`src/design/cfpa_pkg.sv`:
```
package cfpa_pkg;

   localparam int PageBits  = 12;
   localparam int PageCount = 4096;
   localparam int ColorBits = 4;
   localparam int ColorCount = 16;
   localparam int CountBits = 13;
   localparam int ZeroTrigger = 8;
   localparam int ShadeBits = ColorBits + 1;
   localparam logic [CountBits-1:0] LowReset  = 13'd32;
   localparam logic [CountBits-1:0] HighReset = 13'd1024;

   // link value with the top bit set marks the end of a chain
   typedef logic [PageBits:0] link_type;
   localparam link_type NilLink = '1;

   typedef enum logic [2:0] {
      OP_ALLOC_ANY    = 3'd0,
      OP_ALLOC_ZEROED = 3'd1,
      OP_FREE_PAGE    = 3'd2,
      OP_INSERT_ZERO  = 3'd3,
      OP_UNLINK       = 3'd4,
      OP_ZERO_ACK     = 3'd5,
      OP_SPARE6       = 3'd6,
      OP_SPARE7       = 3'd7
   } op_type;

   typedef enum logic [1:0] {
      ERR_NONE    = 2'd0,
      ERR_EMPTY   = 2'd1,
      ERR_UNLINKED = 2'd2
   } err_type;

   localparam logic [1:0] PlaceNone = 2'd0;
   localparam logic [1:0] PlaceZero = 2'd1;
   localparam logic [1:0] PlaceFree = 2'd2;

   localparam logic [0:0] CsrLow  = 1'b0;
   localparam logic [0:0] CsrHigh = 1'b1;

   typedef enum logic [2:0] {
      ST_IDLE,
      ST_LOOKUP,
      ST_READ,
      ST_UPDATE,
      ST_RESULT
   } state_type;

   typedef struct packed {
      logic load;
      logic lookup;
      logic read;
      logic update;
      logic done;
   } cmd_type;

   typedef struct packed {
      logic clearing;
   } status_type;

endpackage

```
`src/design/cfpa_control.sv`:
```
module cfpa_control (
   input  logic                  clock,
   input  logic                  reset,
   input  logic                  req_tvalid,
   output logic                  req_tready,
   output logic                  rsp_tvalid,
   input  logic                  rsp_tready,
   input  cfpa_pkg::status_type  status,
   output cfpa_pkg::cmd_type     cmd
);
   import cfpa_pkg::*;

   state_type state_ff, state_in;

   // advance through the step sequence
   always_comb begin
      state_in = state_ff;
      unique case (state_ff)
         ST_IDLE:   if (req_tvalid && !status.clearing) state_in = ST_LOOKUP;
         ST_LOOKUP: state_in = ST_READ;
         ST_READ:   state_in = ST_UPDATE;
         ST_UPDATE: state_in = ST_RESULT;
         ST_RESULT: if (rsp_tready) state_in = ST_IDLE;
         default:   state_in = ST_IDLE;
      endcase
   end

   // drive commands; hold off requests while the placement store clears
   always_comb begin
      req_tready = 1'b0;
      rsp_tvalid = 1'b0;
      cmd = '0;
      unique case (state_ff)
         ST_IDLE: begin
            req_tready = !status.clearing;
            cmd.load = req_tvalid && !status.clearing;
         end
         ST_LOOKUP: cmd.lookup = 1'b1;
         ST_READ:   cmd.read = 1'b1;
         ST_UPDATE: cmd.update = 1'b1;
         ST_RESULT: begin
            rsp_tvalid = 1'b1;
            cmd.done = rsp_tready;
         end
         default: ;
      endcase
   end

   always_ff @(posedge clock) begin
      if (reset) state_ff <= ST_IDLE;
      else state_ff <= state_in;
   end
endmodule

```
`config.mk`:
```
export PLATFORM = sky130hd
export DESIGN_NAME = cfpa_control
export DESIGN_NICKNAME = d
export VERILOG_FILES = /design/src/design/cfpa_pkg.sv /design/src/design/cfpa_control.sv
export SDC_FILE = /design/constraint.sdc
export NUM_CORES = 1
export LEC_CHECK = 0
export BUFFER_PORTS_ARGS = -buffer_cell sky130_fd_sc_hd__buf_2
export CAP_MARGIN = 10
export CORE_AREA = 2 2 39 41
export DETAILED_ROUTE_END_ITERATION = 7
export DIE_AREA = 0 0 41 43
export PLACE_DENSITY = 0.4
export REMOVE_ABC_BUFFERS = 1
export SLEW_MARGIN = 25
export SYNTH_ARGS = -nofsm -noshare
export SYNTH_HDL_FRONTEND = slang
export SYNTH_SLANG_ARGS = --single-unit
```
`constraint.sdc`:
```
create_clock -name clock -period 0.8 [get_ports clock]
set_input_delay 0.08 -clock clock [delete_from_list [all_inputs] [get_ports clock]]
set_output_delay 0.08 -clock clock [all_outputs]
set_load 0.02 [all_outputs]
```
==> results.ini <==
[finish]
reg_top3=state_ff x3
stdcell_count=54
largest_reg_flops=3
fin_util=0.282
antennaDiodeCount=0
area_growth_pct=120
seqCellArea_um2=71.3
nNetsFinal=44
layout-drive-gt1-share=0.763
multiInputGateArea_um2=146
fill_cells=158
largest-register=state_ff

[clock_network]
root_buffer=clkbuf_4
cts_buffer_depth=2
h-tree-depth=1
clk_latency_ns=0.23
hold_buffers=0
clock-sinks=3
clk_pin_slew_ns=0.04
cts_tree=built
cts_buffers=3

[setup_path]
r2r_start=state_ff[0]
arrival_ns=1.12
crit_start=state_ff[1]
cp.required_ns=0.72
endpoint=cmd[0]
reg2reg_depth=3
path_class=flop to output pin
start_kind=flop
regToRegSetupSlack_ns=-0.22
critical_path.max_fanout=7
end_kind=output pin
r2r_end=state_ff[2]

[drt]
via_per_inst=3.74
vias=202
ant_nets=0
wl_per_cell_um=9.52
routed_wl_um=514
drcViolationCount=0
drtIter0Drc=0
first_pass_iters=1

[grt]
overflow=0
grt_pass1_wl_um=786
grt_antenna_before_repair=0
grt_pass1_vias=189
grt_max_degree=8
gr-usage-all-layers=0.0723

[floorplan]
die-width_um=41
io_pins=12
design.core.area_um2=1380
dieArea_um2=1760
row_count=14
start_util=0.128
die_y_um=43

[synthesis]
yosysUniqueCellTypes=14
seq_area_frac_synth=0.338
synthFlopType=dfxtp_1
ys_ff_latch=3
netlist_instances=19
syn_avg_cell_area_um2=9.35
netlist_area_um2=178
async_flop_share=0
yosys_warnings=0
synth_edf_count=0

[placed_design]
portBuffers=11
hpwl_um=339
placed_cells=48
gp_congestion=0.610

[status]
outcome=finished with violations
violations=setup timing

[hold_path]
hold_class=input pin to flop

[timing]
slew-limit-headroom=0.873
tns_ns=-2.71
fin_crit_ns=1.20
setup_slack_ns=-0.403
finClkSkew_ns=0.00757
fmax_ghz=0.831
fin_hold_ws_ns=0.0760
hold_viol=0
fin_crit_sh=1.50
worst_pin_slew_ns=0.189
slew_viol_final=0
grt_setup_unrepaired=true
finalSetupViolCount=10

[pwr]
combPwrFrac=0.258
p_clk_frac=0.438
p_total_mw=0.616
sw_frac_of_total=0.294
max-vdd-ir-drop_mv=0.563
p_int_mw=0.435
netSwitchingPower_mw=0.181
power.density_nw_per_um2=1580
power_leakage_nw=0.179
power_frac_seq=0.304

[flow_run]
maxCapViolCount=0

## area by class of cell
type / instances / share of cell area
Multi-Input combinational cell: 14 / 0.375
Timing Repair Buffer: 16 / 0.314
Sequential cell: 3 / 0.183
Clock buffer: 4 / 0.0673
Tap cell: 16 / 0.0513
Inverter: 1 / 0.00962
## power groups by stage
stage	clock network (mW)	registers (mW)	logic (mW)
finish	0.270	0.187	0.159
global route	0.297	0.190	0.177
CTS	0.283	0.185	0.143
detailed placement	0	0.182	0.125
global placement	0	0.182	0.125
floorplan	0	0.181	0.0701
## synth_stat cells, types with 2 or more instances
| library cell | count | share of area |
|---|---|---|
| nor3_1 | 2 | 0.056 |
| nor3b_1 | 2 | 0.084 |
| and2_1 | 2 | 0.070 |
| dfxtp_1 | 3 | 0.34 |
## worst min path at each step
stage / depth (start not counted) / from / endpoint
finish: 2 / reset / state_ff[1]
global route: 2 / reset / state_ff[1]
CTS: 2 / reset / state_ff[1]
detailed placement: 2 / reset / state_ff[1]
global placement: 2 / reset / state_ff[1]
floorplan: 1 / reset / state_ff[1]
## routing by layer
layer  vias to the layer above  wire [um]  global-route usage
met4                         0          0              0.0800
met1                        85        241              0.0868
li1                        105          -                   -
met2                        12        212              0.0813
met3                         0         60              0.0366
met5                         -          0                   0
## metrics by stage
| step | instance area [um2] | setup slack (ns) |
|---|---|---|
| 2_1_floorplan | 170 | -0.507 |
| 3_3_place_gp | 268 | -0.217 |
| 3_5_place_dp | 268 | -0.250 |
| 4_1_cts | 357 | -0.422 |
| 5_1_grt | 390 | -0.482 |
| 6_report | 390 | -0.403 |
## worst max-delay path, cell delays in order, from the launching register on
cell and delay (ns):
dfxtp_4 0.37, nor3b_4 0.23, and2_4 0.18, buf_6 0.11
## repair_timing
action                     in CTS  in global routing
setup buffers                   1                  1
setup endpoints to repair      10                 10
gates resized for setup        17                  7
pin swaps                       7                  4
## kinds of logic (layout without fill, tap and decap cells)
logic type | count (synthesis) | count (layout) | share of synthesized area
flops | 3 | 3 | 0.338
xor+xnor | 1 | 1 | 0.0493
buf+inv | 2 | 21 | 0.0634
compound gates | 2 | 2 | 0.0916
simple gates | 11 | 11 | 0.458
## placed cells by master, fill, tap and decap left out
| master | netlist | routed |
|---|---|---|
| buf_4 | 1 | 7 |
| buf_2 | 0 | 5 |
| buf_6 | 0 | 4 |
| clkbuf_4 | 0 | 3 |
| dfxtp_4 | 0 | 3 |
| nor3b_2 | 1 | 2 |
| and3b_2 | 0 | 1 |
| nor3b_4 | 0 | 1 |
| and2_4 | 0 | 1 |
| nor4_4 | 0 | 1 |
| and2_1 | 2 | 1 |
| inv_1 | 1 | 1 |
| nor2_1 | 1 | 1 |
| a22o_1 | 1 | 1 |
| nor2b_1 | 1 | 1 |
| nor3_4 | 0 | 1 |
| o21a_1 | 1 | 1 |
| xnor2_1 | 1 | 1 |
| nor3_1 | 2 | 1 |
| clkbuf_1 | 0 | 1 |
Note: power is estimated with default switching activity, not from simulation.
